### src/sv/sha_pkg.sv
`timescale 1ns / 1ps
// ----------------------------------------------------------------------------
// sha_pkg: shared types and constants for the segment hole allocator
// Holds the segment entry type, status codes and sequencer states.
// ----------------------------------------------------------------------------
package sha_pkg;

    localparam int          MAX_SEGMENTS_DEF = 32;
    localparam int          UNIT_SIZE_KB_DEF = 1;
    localparam logic [13:0] TOTAL_RESET      = 14'd10240;

    typedef enum logic [3:0] {
        ST_AT_START   = 4'd0,
        ST_SPLIT      = 4'd1,
        ST_NO_HOLE    = 4'd2,
        ST_MERGE_BOTH = 4'd3,
        ST_MERGE_LEFT = 4'd4,
        ST_MERGE_RGHT = 4'd5,
        ST_NO_MERGE   = 4'd6,
        ST_NOT_FOUND  = 4'd7,
        ST_FULL       = 4'd8
    } t_status;

    typedef struct packed {
        logic        hole;
        logic [15:0] owner;
        logic [13:0] start;
        logic [13:0] len;
    } t_seg;

    typedef enum logic [3:0] {
        S_IDLE,
        S_CLEAR,
        S_RD,
        S_CHK,
        S_FRD_L,
        S_FRD_R,
        S_FDEC,
        S_SHIFT,
        S_WRITE,
        S_OUT
    } t_state;

    localparam logic OP_ALLOC = 1'b0;

endpackage

### src/sv/segment_hole_allocator_unit.sv
`timescale 1ns / 1ps
// ----------------------------------------------------------------------------
// segment_hole_allocator_unit: first-fit segment allocator with coalescing
// Address-ordered segment table in one memory, scanned and shifted one entry
// at a time by a small sequencer.
// ----------------------------------------------------------------------------
// Each entry scanned is read and then checked, each entry moved is read and
// then written, and the status is then handed to the output register from S_OUT.
// Flow: one word in flight; the next word can be taken once the block is back in
// idle, while the previous status waits in its own output register.
// Reset: synchronous active low; total_units returns to 10240 and the table
// becomes one hole covering it via S_CLEAR. Config writes rebuild it the same way.
module segment_hole_allocator_unit #(
    parameter int MAX_SEGMENTS = sha_pkg::MAX_SEGMENTS_DEF
) (
    input  logic        i_clk,
    input  logic        i_rst_n,
    input  logic        i_valid,
    output logic        o_stall,
    input  logic        i_opcode,
    input  logic [15:0] i_owner_id,
    input  logic [13:0] i_start_unit,
    input  logic [13:0] i_length_units,
    output logic        o_valid,
    input  logic        i_stall,
    output logic [3:0]  o_status,
    input  logic        i_cfg_valid,
    output logic        o_cfg_ready,
    input  logic [13:0] i_cfg_total_units
);

    localparam int AW = $clog2(MAX_SEGMENTS);
    localparam int CW = $clog2(MAX_SEGMENTS + 1);
    localparam logic [CW-1:0] MAXC = CW'(MAX_SEGMENTS);

    // table memory: one write port, one registered read port
    sha_pkg::t_seg r_mem [MAX_SEGMENTS];
    sha_pkg::t_seg r_rdata;
    logic          w_we;
    logic [AW-1:0] w_waddr, w_raddr;
    sha_pkg::t_seg w_wdata;

    always_ff @(posedge i_clk) begin
        if (w_we) r_mem[w_waddr] <= w_wdata;
        r_rdata <= r_mem[w_raddr];
    end

    sha_pkg::t_state r_state, n_state;
    logic [CW-1:0]   r_cnt, n_cnt;
    logic [CW-1:0]   r_idx, n_idx;      // scan position
    logic [CW-1:0]   r_sp, n_sp;        // shift pointer
    logic [CW-1:0]   r_lim, n_lim;      // shift end
    logic [1:0]      r_n, n_n;          // entries opened or removed
    logic            r_ins, n_ins;      // 1 insert (shift up), 0 remove
    logic [1:0]      r_wk, n_wk;        // write-phase step
    logic [13:0]     r_total, n_total;
    logic            r_op;
    logic [15:0]     r_id;
    logic [13:0]     r_st, r_ln;
    sha_pkg::t_seg   r_cur, n_cur, r_lft, n_lft, r_rgt, n_rgt;
    logic            r_lh, n_lh, r_rh, n_rh;
    logic [3:0]      r_stat, n_stat;
    logic            r_ov, n_ov;
    logic [3:0]      r_out, n_out;      // status word waiting at the output

    logic [14:0] w_hend, w_rend;
    logic [13:0] w_after;
    logic        w_fit;

    // hold off input while busy or while a config word is offered
    assign o_stall     = (r_state != sha_pkg::S_IDLE) || i_cfg_valid;
    assign o_cfg_ready = (r_state == sha_pkg::S_IDLE) && !r_ov;
    assign o_valid     = r_ov;
    assign o_status    = r_out;

    assign w_hend  = {1'b0, r_rdata.start} + {1'b0, r_rdata.len};
    assign w_rend  = {1'b0, r_st} + {1'b0, r_ln};
    assign w_after = w_hend[13:0] - w_rend[13:0];
    assign w_fit   = r_rdata.hole && (r_rdata.start <= r_st) && (w_rend <= w_hend);

    always_ff @(posedge i_clk) begin
        if (!i_rst_n) begin
            r_state <= sha_pkg::S_CLEAR;
            r_total <= sha_pkg::TOTAL_RESET;
            r_cnt   <= CW'(1);
            r_ov    <= 1'b0;
        end else begin
            r_state <= n_state;
            r_total <= n_total;
            r_cnt   <= n_cnt;
            r_ov    <= n_ov;
        end
    end

    always_ff @(posedge i_clk) begin
        if (i_valid && !o_stall) begin
            r_op <= i_opcode;
            r_id <= i_owner_id;
            r_st <= i_start_unit;
            r_ln <= i_length_units;
        end
        r_idx <= n_idx; r_sp <= n_sp; r_lim <= n_lim; r_n <= n_n; r_ins <= n_ins;
        r_wk <= n_wk; r_cur <= n_cur; r_lft <= n_lft; r_rgt <= n_rgt;
        r_lh <= n_lh; r_rh <= n_rh; r_stat <= n_stat; r_out <= n_out;
    end

    always_comb begin
        n_state = r_state; n_cnt = r_cnt; n_total = r_total; n_ov = r_ov;
        n_idx = r_idx; n_sp = r_sp; n_lim = r_lim; n_n = r_n; n_ins = r_ins;
        n_wk = r_wk; n_cur = r_cur; n_lft = r_lft; n_rgt = r_rgt;
        n_lh = r_lh; n_rh = r_rh; n_stat = r_stat; n_out = r_out;
        w_we = 1'b0; w_waddr = '0; w_wdata = '0; w_raddr = r_idx[AW-1:0];
        if (r_ov && !i_stall) n_ov = 1'b0;
        unique case (r_state)
            sha_pkg::S_IDLE: begin
                if (i_cfg_valid && o_cfg_ready) begin
                    n_total = i_cfg_total_units;
                    n_state = sha_pkg::S_CLEAR;
                end else if (i_valid && !o_stall) begin
                    n_idx   = '0;
                    w_raddr = '0;
                    n_state = sha_pkg::S_CHK;
                    if (r_cnt == '0) n_state = sha_pkg::S_OUT;
                end
            end
            sha_pkg::S_CLEAR: begin
                // rebuild: one hole covering all units
                w_we    = 1'b1;
                w_waddr = '0;
                w_wdata = '{hole: 1'b1, owner: 16'd0, start: 14'd0, len: r_total};
                n_cnt   = CW'(1);
                n_state = sha_pkg::S_IDLE;
            end
            sha_pkg::S_RD: begin
                w_raddr = r_idx[AW-1:0];
                n_state = sha_pkg::S_CHK;
            end
            sha_pkg::S_CHK: begin
                n_cur = r_rdata;
                if (r_op == sha_pkg::OP_ALLOC) begin
                    if (w_fit) begin
                        if (r_rdata.start == r_st) begin
                            n_n = 2'd1; n_sp = r_cnt; n_lim = r_idx;
                        end else begin
                            n_n = (w_after != 14'd0) ? 2'd2 : 2'd1;
                            n_sp = r_cnt; n_lim = r_idx + CW'(1);
                        end
                        n_stat = (r_rdata.start == r_st) ? 4'(sha_pkg::ST_AT_START)
                                                         : 4'(sha_pkg::ST_SPLIT);
                        n_ins = 1'b1; n_wk = '0;
                        n_state = sha_pkg::S_SHIFT;
                        if ({1'b0, r_cnt} + {{(CW-1){1'b0}}, n_n} > {1'b0, MAXC}) begin
                            n_stat = 4'(sha_pkg::ST_FULL);
                            n_state = sha_pkg::S_OUT;
                        end
                    end else if (r_idx + CW'(1) >= r_cnt) begin
                        n_stat = 4'(sha_pkg::ST_NO_HOLE);
                        n_state = sha_pkg::S_OUT;
                    end else begin
                        n_idx = r_idx + CW'(1);
                        n_state = sha_pkg::S_RD;
                    end
                end else begin
                    if (!r_rdata.hole && r_rdata.owner == r_id) begin
                        n_lh = 1'b0; n_rh = 1'b0;
                        n_state = sha_pkg::S_FRD_L;
                    end else if (r_idx + CW'(1) >= r_cnt) begin
                        n_stat = 4'(sha_pkg::ST_NOT_FOUND);
                        n_state = sha_pkg::S_OUT;
                    end else begin
                        n_idx = r_idx + CW'(1);
                        n_state = sha_pkg::S_RD;
                    end
                end
            end
            sha_pkg::S_FRD_L: begin
                // fetch left neighbor
                w_raddr = AW'(r_idx - CW'(1));
                n_state = sha_pkg::S_FRD_R;
            end
            sha_pkg::S_FRD_R: begin
                n_lft = r_rdata;
                n_lh  = (r_idx != '0) && r_rdata.hole;
                w_raddr = AW'(r_idx + CW'(1));
                n_state = sha_pkg::S_FDEC;
            end
            sha_pkg::S_FDEC: begin
                n_rgt = r_rdata;
                n_rh  = (r_idx + CW'(1) < r_cnt) && r_rdata.hole;
                n_ins = 1'b0; n_wk = '0;
                if (r_lh && n_rh) begin
                    w_we = 1'b1; w_waddr = AW'(r_idx - CW'(1)); w_wdata = r_lft;
                    w_wdata.len = r_lft.len + r_cur.len + r_rdata.len;
                    n_n = 2'd2; n_sp = r_idx; n_stat = 4'(sha_pkg::ST_MERGE_BOTH);
                    n_state = sha_pkg::S_SHIFT;
                end else if (r_lh) begin
                    w_we = 1'b1; w_waddr = AW'(r_idx - CW'(1)); w_wdata = r_lft;
                    w_wdata.len = r_lft.len + r_cur.len;
                    n_n = 2'd1; n_sp = r_idx; n_stat = 4'(sha_pkg::ST_MERGE_LEFT);
                    n_state = sha_pkg::S_SHIFT;
                end else if (n_rh) begin
                    // write merged hole over the region, then drop the old hole
                    w_we = 1'b1; w_waddr = r_idx[AW-1:0]; w_wdata = r_rdata;
                    w_wdata.len = r_rdata.len + r_cur.len;
                    w_wdata.start = r_cur.start;
                    n_n = 2'd1; n_sp = r_idx + CW'(1); n_stat = 4'(sha_pkg::ST_MERGE_RGHT);
                    n_state = sha_pkg::S_SHIFT;
                end else begin
                    w_we = 1'b1; w_waddr = r_idx[AW-1:0]; w_wdata = r_cur;
                    w_wdata.hole = 1'b1; w_wdata.owner = '0;
                    n_stat = 4'(sha_pkg::ST_NO_MERGE);
                    n_state = sha_pkg::S_OUT;
                end
                n_lim = r_cnt;
            end
            sha_pkg::S_SHIFT: begin
                // each moved entry is read, then written
                if (r_ins) begin
                    if (r_sp <= r_lim) begin
                        n_cnt = r_cnt + CW'(r_n);
                        n_wk = '0;
                        n_state = sha_pkg::S_WRITE;
                    end else if (r_wk == 2'd0) begin
                        w_raddr = AW'(r_sp - CW'(1));
                        n_wk = 2'd1;
                    end else begin
                        w_we = 1'b1; w_waddr = AW'(r_sp - CW'(1) + CW'(r_n));
                        w_wdata = r_rdata;
                        n_sp = r_sp - CW'(1);
                        n_wk = 2'd0;
                    end
                end else begin
                    if (r_sp + CW'(r_n) >= r_lim) begin
                        n_cnt = r_cnt - CW'(r_n);
                        n_state = sha_pkg::S_OUT;
                    end else if (r_wk == 2'd0) begin
                        w_raddr = AW'(r_sp + CW'(r_n));
                        n_wk = 2'd1;
                    end else begin
                        w_we = 1'b1; w_waddr = r_sp[AW-1:0]; w_wdata = r_rdata;
                        n_sp = r_sp + CW'(1);
                        n_wk = 2'd0;
                    end
                end
            end
            sha_pkg::S_WRITE: begin
                n_wk = r_wk + 2'd1;
                if (r_stat == 4'(sha_pkg::ST_AT_START)) begin
                    if (r_wk == 2'd0) begin
                        w_we = 1'b1; w_waddr = r_idx[AW-1:0];
                        w_wdata = '{hole: 1'b0, owner: r_id, start: r_st, len: r_ln};
                    end else begin
                        w_we = 1'b1; w_waddr = AW'(r_idx + CW'(1)); w_wdata = r_cur;
                        w_wdata.start = r_cur.start + r_ln;
                        w_wdata.len   = r_cur.len - r_ln;
                        n_state = sha_pkg::S_OUT;
                    end
                end else begin
                    unique case (r_wk)
                        2'd0: begin
                            w_we = 1'b1; w_waddr = r_idx[AW-1:0]; w_wdata = r_cur;
                            w_wdata.len = r_st - r_cur.start;
                        end
                        2'd1: begin
                            w_we = 1'b1; w_waddr = AW'(r_idx + CW'(1));
                            w_wdata = '{hole: 1'b0, owner: r_id, start: r_st, len: r_ln};
                            if (r_n == 2'd1) n_state = sha_pkg::S_OUT;
                        end
                        default: begin
                            w_we = 1'b1; w_waddr = AW'(r_idx + CW'(2));
                            w_wdata = '{hole: 1'b1, owner: 16'd0,
                                        start: w_rend[13:0],
                                        len: (r_cur.start + r_cur.len) - w_rend[13:0]};
                            n_state = sha_pkg::S_OUT;
                        end
                    endcase
                end
            end
            sha_pkg::S_OUT: begin
                // hold the status until the output register is free
                if (!r_ov || !i_stall) begin
                    n_ov    = 1'b1;
                    n_out   = r_stat;
                    n_state = sha_pkg::S_IDLE;
                end
            end
            default: n_state = sha_pkg::S_IDLE;
        endcase
    end

endmodule

### config.mk
export PLATFORM = sky130hd
export DESIGN_NAME = segment_hole_allocator_unit
export DESIGN_NICKNAME = d
export VERILOG_FILES = /design/src/sv/sha_pkg.sv /design/src/sv/segment_hole_allocator_unit.sv
export SDC_FILE = /design/constraint.sdc
export NUM_CORES = 2
export LEC_CHECK = 0
export ABC_CLOCK_PERIOD_IN_PS = 7200
export BUFFER_PORTS_ARGS = -buffer_cell sky130_fd_sc_hd__buf_2
export CORE_ASPECT_RATIO = 0.75
export CORE_UTILIZATION = 30
export DETAILED_ROUTE_END_ITERATION = 10
export SLEW_MARGIN = 5
export SYNTH_ARGS = -nofsm -noshare
export SYNTH_HDL_FRONTEND = slang
export SYNTH_SLANG_ARGS = --single-unit
export TNS_END_PERCENT = 10
### constraint.sdc
create_clock -name i_clk -period 7.2 [get_ports i_clk]
set_input_delay 1.44 -clock i_clk [delete_from_list [all_inputs] [get_ports i_clk]]
set_output_delay 1.44 -clock i_clk [all_outputs]
set_load 0.02 [all_outputs]
==> impl_metrics.toml <==
[sta]
clock.fmax_mhz = 148
post-route-period-util = 0.939
finClkSkew_ps = 44.6
final.setup.worst_slack_ps = 438
timing.final.crit_period_ps = 6760
final_hold_vio_count = 0
maxSlewViolCount = 0
slew_headroom = 0.118
final.setup.tns_ps = 0
rsz0062_at_grt = "false"
tightestPinTransition_ps = 1320
final-setup-viol-count = 0

[pwr]
worst_vdd_ir_mv = 0.211
power.density_mw_per_mm2 = 263
p_leak_nw = 25.3

[critical_path]
type_of_the_setup_path_with_the_least_slack = "reg -> reg"
r2r-start = "r_st[0]$_DFFE_PP_"
worst_r2r_path_depth = 26
delay_heaviest_family_cp = "compound AO/OA/AOI/OAI gates"
startpoint = "r_st[0]$_DFFE_PP_"
crit_path_end_kind = "flop"
cp.arrival_ps = 7290
crit_end = "r_stat[0]$_DFFE_PP_"
worst_path_max_delay_cell = "sky130_fd_sc_hd__o41ai_1"
critical-path-max-stage-delay_ps = 760
crit_required_ps = 7730
worstReg2RegEnd = "r_stat[0]$_DFFE_PP_"
cp_num_cells = 26
worstSetupStartpointType = "flop"
ff2ff_setup_slack_ps = 440
crit_buf_inv = 2
worstPathMaxFanout = 6

[floorplanning]
design.core.area_sq_mm = 0.241
row_count = 156
io-pin-count = 71
die_w_um = 571
floorplan.die.height_um = 429
die_area_sq_mm = 0.245
initial_core_util = 0.302

[layout]
register_area_sq_mm = 0.0497
area_growth_syn_to_layout_pct = 15.1
filler_cell_count = 22700
finish.cell_count_without_fillers = 7877
post-route-cell-area_sq_mm = 0.0838
layout.cells.most_common = "sky130_fd_sc_hd__edfxtp_1"
layout.nets = 4802
layout_common_cells = "1607 x sky130_fd_sc_hd__edfxtp_1, 360 x sky130_fd_sc_hd__mux4_2, 215 x sky130_fd_sc_hd__a22oi_1"
post_route_cells_drive_above_1_share = 0.199
final_core_utilization = 0.347
multi_input_comb_area_sq_mm = 0.0223

[cts]
worst_skew_pair.late_latency_ps = 820
clk_pin_slew_worst_paths_ps = 60
clock-root-buffer = "sky130_fd_sc_hd__clkbuf_16"
clkSinkCount = 1677
cts_resized = 0
cts_max_path_buffers = 4
tritoncts_clock_tree = "done"
cts_max_level = 4
setup_fix_bufs_post_cts = 0
holdBufCountCts = 0
tritoncts.num_buffers = 163

[placement]
port-buffer-count = 70
pre_cts_slack_ps = 589
postPlaceCellArea_sq_mm = 0.0786
numPlacedInstances = 7589
place.detailed.hpwl_um = 130000
gpl.final_weighted_congestion = 0.899

[hold_path]
min_path_type = "reg -> reg"
hold-path-cell-count = 2

[global_routing]
number_of_antenna_violations_at_the_first_check_in_global_routing = 11
grt_start_max_net_pins = 115
grt_usage = 0.172
global_route_wire_length_before_repair_um = 306000
grt_overflow = 0
first_global_vias = 42000

[yosys]
asyncSetResetFlopFracSynth = 0
postSynthCellCount = 4325
synth-seq-area-share = 0.682
synth_top_flop_cell = "sky130_fd_sc_hd__edfxtp_1"
avgSynthCellArea_sq_um = 16.8
yosysTopAreaCellShare = 0.662
synthDominantAreaCellType = "sky130_fd_sc_hd__edfxtp_1"
yosys_register_bits = 1677
mappedNetlistArea_sq_mm = 0.0729
synth_warnings = 0
postSynthNetCount = 4612
yosysUniqueCellTypes = 94
synth_enable_flop_cells = 1607
post_synth_main_area_contributors = "sky130_fd_sc_hd__edfxtp_1 66%, sky130_fd_sc_hd__mux4_2 11%, sky130_fd_sc_hd__ha_1 3.5%"

[routing]
ant_nets = 0
routed_wl_um = 215000
via_per_inst = 5.45
drc = 0
route.vias.total = 42900
wirelength_per_cell_um = 27.4
first_iter_violations = 5542
detailedRoute.firstPassIterationCount = 5

[status]
status = "finished clean"

[flow_run]
max_cap_violations = 0
==> cells in the mapped netlist (all sizes together) (21+ instances only) <==
cell    number
a211oi      23
a21o        45
a21oi      164
a221o       28
a221oi      29
a22oi      215
buf         59
clkbuf     140
dfxtp       70
edfxtp    1607
ha         204
inv        135
mux2i       24
mux4       360
nand2      204
nand2b      23
nand3       43
nand4       56
nor2       214
nor2b       25
nor3        46
o211ai      28
o21a        24
o21ai      126
o21bai      21
or3         21
xnor2      103
xor2        68
==> logic make-up (layout without fill, tap and decap cells) <==
| kind of cell | after synthesis | after routing | synth area share |
|---|---|---|---|
| xor gates and xnor gates | 171 | 171 | 0.0207 |
| AOI/OAI and AO/OA | 821 | 821 | 0.0781 |
| muxes | 386 | 386 | 0.115 |
| adders and majority gates | 223 | 223 | 0.0403 |
| and+or+nand+nor | 711 | 711 | 0.0466 |
| DFF | 1677 | 1677 | 0.682 |
| other | 0 | 1 | 0 |
| buffers and inverters | 336 | 648 | 0.0179 |
==> registers in the layout, summed over array words and instances, names as in the netlist, 14 cells and up <==
register,count
r_cur,45
r_ln,14
r_rdata,45
r_st,14
r_mem,1440
r_total,14
r_id,16
r_lft,45
==> how the worst min path moves through the flow <==
stage | end | startpoint | slack, ps
after CTS | r_total[3]$_SDFFE_PN0P_ | r_total[3]$_SDFFE_PN0P_ | 460
after detailed placement | r_total[3]$_SDFFE_PN0P_ | r_total[3]$_SDFFE_PN0P_ | 450
final | r_total[5]$_SDFFE_PN0P_ | r_total[5]$_SDFFE_PN0P_ | 460
after global placement | r_total[4]$_SDFFE_PN0P_ | r_total[4]$_SDFFE_PN0P_ | 440
after floorplan | r_total[2]$_SDFFE_PN0P_ | r_total[2]$_SDFFE_PN0P_ | 440
after global routing | r_total[8]$_SDFFE_PN0P_ | r_total[8]$_SDFFE_PN0P_ | 500
==> layout make-up <==
| cell class | instances | share of cell area |
|---|---|---|
| sequential | 1677 | 0.592 |
| multi-input combinational | 2312 | 0.267 |
| clock buffer | 217 | 0.0536 |
| tap | 3239 | 0.0483 |
| timing repair buffer | 224 | 0.0245 |
| clock inverter | 70 | 0.00837 |
| inverter | 137 | 0.00613 |
| antenna | 1 | 0.0000299 |
==> worst min-delay path: stages, from the launching register on <==
cell and delay [ps]:
sky130_fd_sc_hd__dfxtp_1 310, sky130_fd_sc_hd__nand2_1 50, sky130_fd_sc_hd__a21oi_1 60
==> report_power, final <==
part	switching, mW	internal [mW]	total (mW)
combinational	1.56	0.946	2.50
clock	3.73	4.86	8.59
sequential	0.123	10.8	10.9
total	5.41	16.6	22.0
==> metal layers <==
| layer | GRT usage | up-vias | part of all wire |
|---|---|---|---|
| met2 | 0.252 | 2151 | 0.43 |
| li1 | - | 17900 | - |
| met5 | 0 | - | 0.000093 |
| met1 | 0.261 | 22600 | 0.45 |
| met3 | 0.0365 | 261 | 0.10 |
| met4 | 0.0384 | 2 | 0.021 |
==> through the flow <==
step                      power (mW)  hold slack, ps
after floorplan                 12.7             436
after global placement          13.6             444
after detailed placement        13.6             450
after CTS                       22.1             458
after global routing            22.7             496
final                           22.0             463
No activity file was read; power rests on OpenSTA's default activity.
